### src/hw/rtl/lgrs_pkg.sv
// Package with the payload types, the column type and the row constants of the row stream.
package lgrs_pkg;

    localparam int DATA_W    = 64;
    localparam int ROW_WIDTH = 64;
    localparam int COUNT_W   = 4;
    localparam logic [COUNT_W-1:0] NB_TWO   = COUNT_W'(2);
    localparam logic [COUNT_W-1:0] NB_THREE = COUNT_W'(3);

    typedef struct packed {
        logic [DATA_W-1:0] row_cells;
        logic              last_row;
    } t_in_item;

    typedef struct packed {
        logic [DATA_W-1:0] next_row_cells;
        logic              frame_end;
    } t_out_item;

    typedef struct packed {
        logic upper;
        logic center;
        logic row;
    } t_col;

    typedef struct packed {
        logic [1:0] num;
        t_out_item  first;
        t_out_item  second;
    } t_push;

endpackage

### src/hw/rtl/lgrs_cell.sv
// One column cell: holds the upper and centre bits of its column and applies rule B3/S23.
module lgrs_cell
    import lgrs_pkg::*;
(
    input  logic i_clk,
    input  logic i_rst_n,
    input  logic i_shift,
    input  logic i_clear,
    input  logic i_row_bit,
    input  t_col i_left,
    input  t_col i_right,
    output t_col o_col,
    output logic o_next_mid,
    output logic o_next_last
);

    logic r_upper;
    logic r_center;
    logic n_upper;
    logic n_center;
    logic [COUNT_W-1:0] w_cnt_mid;
    logic [COUNT_W-1:0] w_cnt_last;

    always_comb begin
        n_upper  = r_upper;
        n_center = r_center;
        if (i_clear) begin
            n_upper  = 1'b0;
            n_center = 1'b0;
        end else if (i_shift) begin
            n_upper  = r_center;
            n_center = i_row_bit;
        end
    end

    always_ff @(posedge i_clk) begin
        if (!i_rst_n) begin
            r_upper  <= 1'b0;
            r_center <= 1'b0;
        end else begin
            r_upper  <= n_upper;
            r_center <= n_center;
        end
    end

    always_comb begin
        w_cnt_mid = COUNT_W'(i_left.upper) + COUNT_W'(r_upper) + COUNT_W'(i_right.upper)
                  + COUNT_W'(i_left.center) + COUNT_W'(i_right.center)
                  + COUNT_W'(i_left.row) + COUNT_W'(i_row_bit) + COUNT_W'(i_right.row);
        w_cnt_last = COUNT_W'(i_left.center) + COUNT_W'(r_center) + COUNT_W'(i_right.center)
                   + COUNT_W'(i_left.row) + COUNT_W'(i_right.row);
        o_next_mid  = (w_cnt_mid == NB_THREE) || (r_center && (w_cnt_mid == NB_TWO));
        o_next_last = (w_cnt_last == NB_THREE) || (i_row_bit && (w_cnt_last == NB_TWO));
    end

    assign o_col = '{upper: r_upper, center: r_center, row: i_row_bit};

endmodule

### src/hw/rtl/lgrs_out_queue.sv
// Two-entry result queue that decouples the cell row from the output channel.
module lgrs_out_queue
    import lgrs_pkg::*;
(
    input  logic      i_clk,
    input  logic      i_rst_n,
    input  t_push     i_push,
    output logic      o_empty_after_pop,
    output logic      o_valid,
    input  logic      i_stall,
    output t_out_item o_data
);

    t_out_item  r_mem [2];
    logic       r_head;
    logic [1:0] r_count;
    logic       n_head;
    logic [1:0] n_count;
    logic       w_pop;
    logic [1:0] w_cnt_ap;
    logic       w_base;

    always_comb begin
        w_pop    = (r_count != 2'd0) && !i_stall;
        w_cnt_ap = r_count - {1'b0, w_pop};
        w_base   = r_head ^ w_pop;
        n_head   = w_base;
        n_count  = w_cnt_ap + i_push.num;
    end

    always_ff @(posedge i_clk) begin
        if (!i_rst_n) begin
            r_head  <= 1'b0;
            r_count <= 2'd0;
        end else begin
            r_head  <= n_head;
            r_count <= n_count;
        end
    end

    always_ff @(posedge i_clk) begin
        if (i_push.num != 2'd0) begin
            r_mem[w_base] <= i_push.first;
        end
        if (i_push.num == 2'd2) begin
            r_mem[~w_base] <= i_push.second;
        end
    end

    assign o_empty_after_pop = (w_cnt_ap == 2'd0);
    assign o_valid           = (r_count != 2'd0);
    assign o_data            = r_mem[r_head];

endmodule

### src/hw/rtl/life_generation_row_stream.sv
// Top level of the row-streaming Game of Life generation step, rule B3/S23.
// A frame enters as one row transaction per cycle while not stalled, one bit per column with 1
// meaning live; a row of one cell per column keeps the two previous rows and, when a row's lower
// neighbour is accepted, queues that row's next generation for the output in the following
// cycle. A row marked last gives two result transactions, or one when it is the only row of its
// frame, the final one carrying frame_end, and the block then starts a fresh frame. Results pass
// through a two-entry queue, so a row is accepted in every cycle while the output side takes a
// result each cycle; a row is only accepted once the queue will be empty after the current output
// transaction, so the second result of a last row holds back the next row.
module life_generation_row_stream
    import lgrs_pkg::*;
(
    input  logic      i_clk,
    input  logic      i_rst_n,
    input  logic      i_valid,
    output logic      o_stall,
    input  t_in_item  i_data,
    output logic      o_valid,
    input  logic      i_stall,
    output t_out_item o_data
);

    logic                 r_center_valid;
    logic                 n_center_valid;
    logic                 w_accept;
    logic                 w_space;
    logic                 w_shift;
    logic                 w_clear;
    t_col                 w_col   [ROW_WIDTH];
    t_col                 w_left  [ROW_WIDTH];
    t_col                 w_right [ROW_WIDTH];
    logic [DATA_W-1:0]    w_next_mid;
    logic [DATA_W-1:0]    w_next_last;
    logic [ROW_WIDTH-1:0] w_state_bits;
    t_push                w_push;

    assign o_stall  = !w_space;
    assign w_accept = i_valid && w_space;
    assign w_shift  = w_accept && !i_data.last_row;
    assign w_clear  = w_accept && i_data.last_row;

    genvar c;
    generate
        for (c = 0; c < DATA_W; c++) begin : g_col
            if (c < ROW_WIDTH) begin : g_cell
                if (c == 0) begin : g_left_edge
                    assign w_left[c] = '0;
                end else begin : g_left_nb
                    assign w_left[c] = w_col[c-1];
                end
                if (c == ROW_WIDTH - 1) begin : g_right_edge
                    assign w_right[c] = '0;
                end else begin : g_right_nb
                    assign w_right[c] = w_col[c+1];
                end
                lgrs_cell u_cell (
                    .i_clk       (i_clk),
                    .i_rst_n     (i_rst_n),
                    .i_shift     (w_shift),
                    .i_clear     (w_clear),
                    .i_row_bit   (i_data.row_cells[c]),
                    .i_left      (w_left[c]),
                    .i_right     (w_right[c]),
                    .o_col       (w_col[c]),
                    .o_next_mid  (w_next_mid[c]),
                    .o_next_last (w_next_last[c])
                );
                assign w_state_bits[c] = w_col[c].upper | w_col[c].center;
            end else begin : g_unused
                assign w_next_mid[c]  = 1'b0;
                assign w_next_last[c] = 1'b0;
            end
        end
    endgenerate

    always_comb begin
        n_center_valid = r_center_valid;
        if (w_clear) begin
            n_center_valid = 1'b0;
        end else if (w_shift) begin
            n_center_valid = 1'b1;
        end
    end

    always_ff @(posedge i_clk) begin
        if (!i_rst_n) begin
            r_center_valid <= 1'b0;
        end else begin
            r_center_valid <= n_center_valid;
        end
    end

    always_comb begin
        w_push.num    = 2'd0;
        w_push.first  = '{next_row_cells: w_next_last, frame_end: 1'b1};
        w_push.second = '{next_row_cells: w_next_last, frame_end: 1'b1};
        if (w_accept) begin
            w_push.num = {1'b0, r_center_valid} + {1'b0, i_data.last_row};
            if (r_center_valid) begin
                w_push.first = '{next_row_cells: w_next_mid, frame_end: 1'b0};
            end
        end
    end

    lgrs_out_queue u_queue (
        .i_clk             (i_clk),
        .i_rst_n           (i_rst_n),
        .i_push            (w_push),
        .o_empty_after_pop (w_space),
        .o_valid           (o_valid),
        .i_stall           (i_stall),
        .o_data            (o_data)
    );

    a_idle_rows_dead: assert property (@(posedge i_clk) disable iff (!i_rst_n)
        !r_center_valid |-> (w_state_bits == '0))
        else $error("Held rows are not dead while no centre row is held.");

    a_result_follows: assert property (@(posedge i_clk) disable iff (!i_rst_n)
        (w_accept && (r_center_valid || i_data.last_row)) |=> o_valid)
        else $error("An accepted row that yields a result left the output empty.");

    a_frame_restart: assert property (@(posedge i_clk) disable iff (!i_rst_n)
        w_clear |=> !r_center_valid)
        else $error("A last row did not restart the frame.");

endmodule
### config.mk
export PLATFORM = sky130hd
export DESIGN_NAME = life_generation_row_stream
export DESIGN_NICKNAME = d
export VERILOG_FILES = /design/src/hw/rtl/lgrs_pkg.sv /design/src/hw/rtl/lgrs_cell.sv /design/src/hw/rtl/lgrs_out_queue.sv /design/src/hw/rtl/life_generation_row_stream.sv
export SDC_FILE = /design/constraint.sdc
export NUM_CORES = 1
export LEC_CHECK = 0
export BUFFER_PORTS_ARGS = -buffer_cell sky130_fd_sc_hd__buf_2
export CORE_ASPECT_RATIO = 0.8
export CORE_MARGIN = 2
export CORE_UTILIZATION = 64
export CTS_CLUSTER_SIZE = 40
export DETAILED_ROUTE_END_ITERATION = 7
export PLACE_DENSITY = 0.83
export SYNTH_ARGS = -nofsm -noshare
export SYNTH_HDL_FRONTEND = slang
export SYNTH_SLANG_ARGS = --single-unit
### constraint.sdc
create_clock -name i_clk -period 6.1 [get_ports i_clk]
set_input_delay 0.305 -clock i_clk [delete_from_list [all_inputs] [get_ports i_clk]]
set_output_delay 0.305 -clock i_clk [all_outputs]
set_load 0.03 [all_outputs]
==> impl.org, run 1 <==
** Outcome
- Outcome :: finished clean

** Clock tree
- Clock Sinks :: 263
- # H-tree levels :: 1
- Clock network latency to the later pin of the worst-skew pair :: ~0.6 ns
- Reg clk slew, reported paths :: roughly 0.060 ns
- TritonCTS built the clock tree.
- Clock tree synthesis inserted a total of 31 buffers.
- Post-CTS Hold Fix Bufs :: 0
- After clock tree synthesis, the repair step resized 0 gates.
- No sink is reached through more buffers than the 3 on the longest clock path.
- In this run the clock root is driven by a sky130_fd_sc_hd__clkbuf_16.
- Post-CTS setup buffer count :: 0

** Final layout
- Area delta synth->final :: 7.84%
- Summing all flip-flop and latch instances after layout gives ~6600 um^2.
- The finished cells cover between 30,000 and 40,000 um^2.
- Area occupied by multi-input gates :: approximately 19,000 um^2
- Number of nets at the end of the flow :: just under 4,000
- Filler cells :: 3,234
- Ratio of cells with drive above 1 in the final layout :: 10.2%

** Die
- Count of boundary I/O pins :: around 140
- Height of the chip :: roughly 190 um
- For this configuration, the core starts out at a cell density of between 60% and 70%.
- Number of standard-cell rows in the floorplan :: slightly below 70
- Core box area :: 44,700 um^2
- The die covers approximately 47,000 um^2.
- The die is about 240 um wide.

** Route
- The final layout contains routed wiring with a total length of 77,500 um.
- DRC violation total after the first TritonRoute iteration :: a little under 2,000
- Via density :: around 6.1
- After detailed routing, the number of remaining DRC violations is 0.
- The pre-antenna-repair detailed-routing pass consisted of 5 iterations.
- Routed vias :: 22,879
- Per-cell routed wire length :: 20.6 um
- The detail route stage leaves a number of antenna-violating nets equal to 0.

** Min path
- Startpoint of the tightest hold check path :: i_valid
- In this run the worst hold path is classified as primary input to register.
- Count of cells along the worst hold path :: 3
- Worst hold path endpoint :: u_queue.r_mem[0][7]

** Timing
- The worst pin sits at a relative slew slack of 17.6%.
- Clock tree skew after final layout :: 0.00911 ns
- Setup violations remaining at the end of the flow were counted as 0.
- Post-route clock period utilization :: 66.6%
- Post-layout min period :: 4.06 ns
- For this run, the top clock speed supported by timing is ~0.25 GHz.
- The final number of max-transition violations came to 0.
- Adding up every negative setup slack in the final design gives 0 ns.
- At the pin with the least slew margin, the transition time is about 1.2 ns.
- RSZ-0062 raised after global routing :: no
- Number of endpoints with negative hold slack in the final report :: 0

** Worst setup path
- The worst register-to-register path has a setup slack of a little over 2 ns.
- Worst path cell trace :: ha_1, inv_1, fa_1, fa_1, inv_1, fa_1, inv_1, fa_1, nor4_1, a2bb2oi_1, o22ai_1
- The critical path in this run is classified as register to register.
- Crit path buf inv count :: 3
- CP Launch Type :: register
- Family of cells with the greatest summed delay on the critical path :: adder cells
- Most numerous cell on the critical path :: sky130_fd_sc_hd__fa_1
- End of the worst register-to-register path :: u_queue.r_mem[0][60]
- Arrival time of data at the critical path endpoint :: around 4.5 ns
- The worst register-to-register path begins at g_col[59].g_cell.u_cell.r_upper.
- Setup crit end kind :: register
- CP Max Fanout :: 4
- The largest single stage delay on the critical path is just under 0.8 ns.
- Worst Path Required :: 6.50 ns
- Cells on worst reg2reg path :: 11
- The slowest stage of the critical path belongs to the cell sky130_fd_sc_hd__nor4_1.

** Logic synthesis
- After synthesis, the netlist uses between 50 and 60 different library cells.
- Counting flops and latches in the post-synthesis netlist gives roughly 260.
- When the netlist entered floorplanning its net count stood at between 3,000 and 4,000.
- The synthesized netlist occupies a cell area of slightly below 30,000 um^2.
- Number of warnings issued by yosys :: 0
- Post-synthesis async set-or-reset flop share :: 0%
- In this run the mean area of a mapped cell was 9.55 um^2.
- Sequential element share of the synthesized area :: 22.4%
- Cell count after synthesis :: between 3,000 and 4,000
- Main flop type after synthesis :: sky130_fd_sc_hd__dfxtp_1
- The synthesized design contains 128 enable-type register cells.

** GRT
- Maximum number of pins on one net before global-route repair :: 258
- Via count of the first global-routing pass :: 24,537
- Summed over all layers, the global routing overflow is 0.
- The first global-routing pass estimated 126,000 um of wire.
- Across every metal layer, demand over resource in global routing totals ~33%.
- Number of antenna violations at the first check in global routing :: 4

** Place
- The placed instances occupy a cell area of 30,400 um^2.
- Detailed placement ended at an HPWL of around 55,000 um.
- Routability-driven placement finished with a final weighted congestion of 0.912.
- Port Buf Inserts :: between 100 and 150

** Power and ir drop
- IR drop worst, VDD :: about 0.48 mV
- Leakage power summed over all cells :: 14.4 nW
- Pwr Density :: approximately 300 nW/um^2

** Run
- Max-cap violations in this run came to 0.
==> cell usage after synthesis, types with 44 or more instances <==
master | number | share of area (%)
sky130_fd_sc_hd__inv_1 | 810 | 10
sky130_fd_sc_hd__fa_1 | 378 | 26
sky130_fd_sc_hd__ha_1 | 321 | 14
sky130_fd_sc_hd__nand2_1 | 184 | 2.4
sky130_fd_sc_hd__dfxtp_1 | 135 | 9.3
sky130_fd_sc_hd__nor2_1 | 132 | 1.7
sky130_fd_sc_hd__a21boi_0 | 128 | 3.3
sky130_fd_sc_hd__edfxtp_1 | 128 | 13
sky130_fd_sc_hd__or3_1 | 128 | 2.7
sky130_fd_sc_hd__clkbuf_1 | 87 | 1.1
sky130_fd_sc_hd__mux2_2 | 73 | 2.8
sky130_fd_sc_hd__o21ai_0 | 52 | 0.89
sky130_fd_sc_hd__nand3_1 | 50 | 0.86
sky130_fd_sc_hd__a211oi_1 | 46 | 1.2
sky130_fd_sc_hd__o22ai_1 | 44 | 0.94
==> stage by stage <==
stage	setup WS (ns)	utilization, %	hold WS (ns)	std cells	total power, mW
floorplan	0.846	-	0.445	3056	5.82
global placement	2.20	67.9	0.460	3692	6.99
detailed placement	2.15	67.9	0.484	3692	7.34
CTS	2.13	70.3	0.229	3750	9.41
global route	1.96	70.3	0.246	3751	10.1
finish	2.04	70.4	0.254	3755	9.48
==> worst max path at each step <==
stage                                               start                    to  slack, ns  cells after the start
after floorplan                        u_queue.r_count[1]  u_queue.r_mem[0][10]       0.85                      8
after global placement                         i_data[61]  u_queue.r_mem[1][60]       2.20                     11
final                     g_col[59].g_cell.u_cell.r_upper  u_queue.r_mem[0][60]       2.04                     11
after detailed placement                       i_data[59]  u_queue.r_mem[0][60]       2.15                     11
after global routing      g_col[59].g_cell.u_cell.r_upper  u_queue.r_mem[1][60]       1.96                     11
after CTS                 g_col[59].g_cell.u_cell.r_upper  u_queue.r_mem[0][60]       2.13                     11
==> state kept, by name, summed over array words and instances (netlist names), named ones only <==
name / cells
r_center_valid: 1
g_col.g_cell.u_cell.r_upper: 64
u_queue.r_count: 2
g_col.g_cell.u_cell.r_center: 64
u_queue.r_head: 1
u_queue.r_mem: 130
==> tightest hold or removal path, stage by stage <==
cell and delay [ns]:
sky130_fd_sc_hd__buf_2 0.13, sky130_fd_sc_hd__nand3_4 0.11, sky130_fd_sc_hd__a21oi_4 0.10
==> cells by family after synthesis <==
family                     count (synthesis)  synth area share [%]
xor gates and xnor gates                   5                 0.150
and+or+nand+nor                          637                  11.2
AOI/OAI and AO/OA                        443                  11.3
buffers and inverters                    931                  12.1
muxes                                     78                  2.99
adders and majority gates                699                  39.7
DFF                                      263                  22.4
==> cell usage in the layout, fill, tap and decap left out, types with 7 or more instances in the layout <==
cell type / synthesis / layout
sky130_fd_sc_hd__a31oi_1: 23 / 23
sky130_fd_sc_hd__a211o_1: 13 / 13
sky130_fd_sc_hd__fa_1: 378 / 378
sky130_fd_sc_hd__o221ai_1: 32 / 32
sky130_fd_sc_hd__or3_1: 128 / 128
sky130_fd_sc_hd__ha_1: 321 / 321
sky130_fd_sc_hd__o22ai_1: 44 / 44
sky130_fd_sc_hd__o221ai_2: 10 / 10
sky130_fd_sc_hd__nand2_1: 184 / 182
sky130_fd_sc_hd__o211ai_1: 43 / 43
sky130_fd_sc_hd__dfxtp_1: 135 / 134
sky130_fd_sc_hd__clkbuf_16: 0 / 31
sky130_fd_sc_hd__edfxtp_1: 128 / 128
sky130_fd_sc_hd__nor3b_1: 33 / 33
sky130_fd_sc_hd__clkbuf_1: 87 / 7
sky130_fd_sc_hd__or4_4: 10 / 10
sky130_fd_sc_hd__a31o_2: 8 / 8
sky130_fd_sc_hd__a211oi_1: 46 / 46
sky130_fd_sc_hd__nor2b_1: 31 / 31
sky130_fd_sc_hd__or4_1: 41 / 41
sky130_fd_sc_hd__mux2_2: 73 / 73
sky130_fd_sc_hd__o32ai_1: 31 / 31
sky130_fd_sc_hd__inv_1: 810 / 809
sky130_fd_sc_hd__buf_2: 31 / 133
sky130_fd_sc_hd__a21boi_0: 128 / 128
sky130_fd_sc_hd__o21ai_0: 52 / 52
sky130_fd_sc_hd__nand4_1: 15 / 15
sky130_fd_sc_hd__buf_4: 0 / 20
sky130_fd_sc_hd__nor2_1: 132 / 130
sky130_fd_sc_hd__nand3_1: 50 / 48
==> metal layers <==
layer | GRT usage [%] | vias to the layer above | wire length [um]
li1 | - | 10126 | -
met1 | 42.5 | 11359 | 29700
met2 | 56.3 | 1141 | 37200
met3 | 6.10 | 249 | 7300
met4 | 13.7 | 4 | 3260
met5 | 0 | - | 30
==> cell type report <==
type	count	area share [%]
Clock buffer	42	2.72
Sequential cell	263	20.8
Timing Repair Buffer	154	2.66
Tap cell	603	2.40
Inverter	810	9.66
Clock inverter	16	0.732
Multi-Input combinational cell	1862	61.0
Antenna cell	5	0.0398
==> report_power, final <==
part           switching, mW  internal [mW]  total (mW)
Clock                  0.817           1.23        2.05
Sequential             0.258           2.23        2.49
Combinational           3.33           1.60        4.94
Power figures use the tool's default switching activity.
==> inputs of run 2 (changes only) <==
==> constraint.sdc (replaced) <==
create_clock -name i_clk -period 3.8 [get_ports i_clk]
set_input_delay 0.19 -clock i_clk [delete_from_list [all_inputs] [get_ports i_clk]]
set_output_delay 0.19 -clock i_clk [all_outputs]
set_load 0.03 [all_outputs]
==> impl.org, run 2 (synthesized netlist as in run 1, its figures left out) <==
** Outcome
- The flow ran to the end, and the final reports show no timing, DRC or antenna violations.

** Route
- The detailed-route via count came to 23,219 (+1.5%).
- The number of design-rule violations left by the first detailed-router iteration came to 2,183 (+12%).
- Number of antenna-violating nets in the routed design :: 0 (unchanged)
- Detail Route met3 WL :: 6960 um (-4.7%)
- Drt total wl :: 79,200 um (+2.2%)
- The remaining design rule violation count was 0 (unchanged).
- The highest layer touched by signal routing is met5.
- Via density :: 6.14 (+0.73%)
- First-pass iteration count of the detailed router :: 8 (+3)
- Post-Route M1 WL :: 30,000 um (+1.0%)
- The post-detailed-route wirelength per cell came to 20.9 um (+1.5%).
- The met2 layer wire length in the routed design came to 38,400 um (+3.0%).

** Final layout
- The fraction of final layout cells sized beyond drive strength 1 was 10.7% (+0.53 points).
- The core occupancy in the finished layout came to 70.9% (+0.54 points).
- Filler cells :: 3,162 (-2.2%)
- The final non-filler cell area came to 31,700 um^2 (+0.77%).
- The largest registers in the layout are u_queue.r_mem: 130 flops, g_col.g_cell.u_cell.r_center: 64 flops, g_col.g_cell.u_cell.r_upper: 64 flops.
- Leaving out fill and tap cells, the most frequent cell in the layout is sky130_fd_sc_hd__inv_1.
- Area delta synth->final :: 8.68%
- The number of flip-flops in the largest register was 130 (unchanged).
- Counting flops per register, the top entry is u_queue.r_mem.
- The library cells used most frequently in the layout, excluding fill and tap cells, are sky130_fd_sc_hd__inv_1, sky130_fd_sc_hd__fa_1, sky130_fd_sc_hd__ha_1, sky130_fd_sc_hd__nand2_1, sky130_fd_sc_hd__dfxtp_1.
- The number of nets at the end of the flow came to 3,913 (+0.59%).

** GRT
- The global-route wire length before repair is 127,000 um (+0.79%).
- Maximum number of pins on one net before global-route repair :: 109 (-58%)
- The initial antenna violation count came to 12 (+8).
- The number of global-route vias before repair is 25,010 (+1.9%).
- Global router's overall resource usage :: 33.8% (+0.49 points)
- The overflow left after global routing was 0 (unchanged).

** Worst setup path
- CP Max Fanout :: 4 (unchanged)
- Register-to-register setup slack :: 0.08 ns (-1.96 ns)
- Setup crit end kind :: register
- Counting stages on the worst path, the most repeated cell is sky130_fd_sc_hd__fa_1.
- The count of cells along the worst register-to-register path is 12 (+1).
- CP Launch Type :: register
- Among all stages on the critical path, the largest delay is contributed by sky130_fd_sc_hd__or4_4.
- The setup path with the least slack is of type register to register.
- Worst Path Required :: 4.23 ns (-2.27 ns)
- Longest individual stage delay on the worst path :: 0.52 ns (-0.25 ns)
- End of the worst register-to-register path :: u_queue.r_mem[0][13]
- Worst path cell trace :: ha_1, inv_1, fa_1, fa_1, inv_1, fa_1, inv_1, fa_1, a211oi_1, mux2i_1, or4_4, o221ai_2
- Arrival time of data at the critical path endpoint :: 4.16 ns (-0.31 ns)
- In this run the critical register-to-register path is launched from g_col[12].g_cell.u_cell.r_upper.

** Place
- Routability congestion estimate from global placement :: 0.910 (-0.12%)
- The HPWL reported at the end of detailed placement came to 58,000 um (+4.7%).
- Total placed instance area :: 30,600 um^2 (+0.87%)
- The number of port buffers was 135 (unchanged).
- The worst setup slack after placement is 0.214 ns (-1.94 ns).

** Timing
- Slew Viols, Final :: 0 (unchanged)
- The number of endpoints with negative hold slack in the final report was 0 (unchanged).
- The final setup slack of the worst path is 0.0751 ns (-1.96 ns).
- The total negative slack came to 0 ns (unchanged).
- Final setup viols :: 0 (unchanged)
- Post-route clock period utilization :: 98.0% (+31 points)
- The post-layout minimum cycle time came to 3.72 ns (-0.337 ns).
- Headroom to the max-slew limit :: 25.4% (+7.8 points)
- Clock tree skew after final layout :: 0.00765 ns (-0.00146 ns)
- Setup repair after global routing left no endpoint under its margin.
- Worst Max-Slew Pin Slew :: 1.12 ns (-0.113 ns)
- Maximum achievable frequency :: 0.268 GHz (+9.0%)

** Clock tree
- Root Buffer Master :: sky130_fd_sc_hd__clkbuf_16
- TritonCTS clock tree :: done
- The number of buffers inserted during clock tree synthesis came to 30 (-3.2%).
- # resized after CTS :: 0 (unchanged)
- Clock Tree Buf Depth :: 3 (unchanged)
- The clock-pin slew of the registers on the worst-case setup and hold paths is 0.07 ns (about the same).
- Clock Sinks :: 263 (unchanged)
- # H-tree levels :: 1 (unchanged)
- Clock network latency to the later pin of the worst-skew pair :: 0.58 ns (about the same)
- Post-CTS setup buffer count :: 0 (unchanged)
- Post-CTS Hold Fix Bufs :: 0 (unchanged)

** Die
- Chip Width :: 243 um (unchanged)
- Initial core utilization :: 65.2% (unchanged)
- The count of pins on the block boundary came to 136 (unchanged).
- The placement row count is 69 (unchanged).
- Die Area :: 47,300 um^2 (unchanged)
- The placeable core area was 44,700 um^2 (unchanged).
- Height of the chip :: 195 um (unchanged)

** Power and ir drop
- Pwr Density :: 483 nW/um^2 (+60%)
- IR drop worst, VDD :: 0.620 mV (+28%)
- Leakage power summed over all cells :: 14.5 nW (+0.76%)

** Min path
- In this run the worst hold path is classified as primary input to register.
- Worst hold path endpoint :: g_col[63].g_cell.u_cell.r_center
- Startpoint of the tightest hold check path :: i_data[64]
- Count of cells along the worst hold path :: 4 (+1)

** Run
- The number of maximum-capacitance violations is 0 (unchanged).
-- run 2: cell types whose count changed in the layout (fill, tap and decap cells not counted), sizes merged --
cell      delta
buf         +24
diode        +6
clkinvlp     +4
clkinv       -3
bufinv       -2
inv          -1
-- run 2: metal layers --
layer,global-route usage [%],up-vias
met5,0,-
met4,18.0,4
met3,6.09,308
met2,56.9,1208
met1,41.8,11530
li1,-,10169
-- run 2: area by class of cell --
type,count,area [um^2],share of cell area (%)
Sequential cell,263,6550,20.7
Tap cell,603,754,2.38
Antenna cell,11,27.5,0.0868
Clock buffer,42,870,2.74
Multi-Input combinational cell,1862,19200,60.5
Timing Repair Buffer,178,1100,3.48
Inverter,810,3040,9.59
Clock inverter,14,183,0.576
-- run 2: power breakdown --
group	total, mW	leakage [nW]	internal, mW	switching, mW
clock network	3.18	0.495	1.87	1.31
registers	3.99	2.30	3.58	0.411
logic	8.16	11.7	2.75	5.41
-- run 2: how the worst max path moves through the flow --
stage / start / endpoint / slack (ns) / cells past startpoint
after floorplan: u_queue.r_count[1] / u_queue.r_mem[1][10] / 0.48 / 8
after global placement: g_col[52].g_cell.u_cell.r_upper / u_queue.r_mem[1][54] / 0.43 / 10
after detailed placement: g_col[12].g_cell.u_cell.r_upper / u_queue.r_mem[0][13] / 0.21 / 12
after CTS: g_col[12].g_cell.u_cell.r_upper / u_queue.r_mem[0][13] / 0.19 / 12
after global routing: g_col[12].g_cell.u_cell.r_upper / u_queue.r_mem[0][13] / 0.01 / 12
final: g_col[12].g_cell.u_cell.r_upper / u_queue.r_mem[0][13] / 0.08 / 12
-- run 2: critical path, delay by kind of cell (launching register included) --
kind            cells  cell delay, ns
simple gates        1            0.52
compound gates      2            0.48
flops               1            0.42
fa+ha+maj           5            1.74
mux                 1            0.19
buf+inv             3            0.22
-- run 2: through the flow --
stage                     instances  hold WS, ns  power [mW]
final                          3783        0.133        15.3
after global routing           3780        0.153        16.3
after global placement         3716        0.462        11.4
after detailed placement       3716        0.480        12.0
after floorplan                3056        0.445        9.33
after CTS                      3772        0.100        15.2
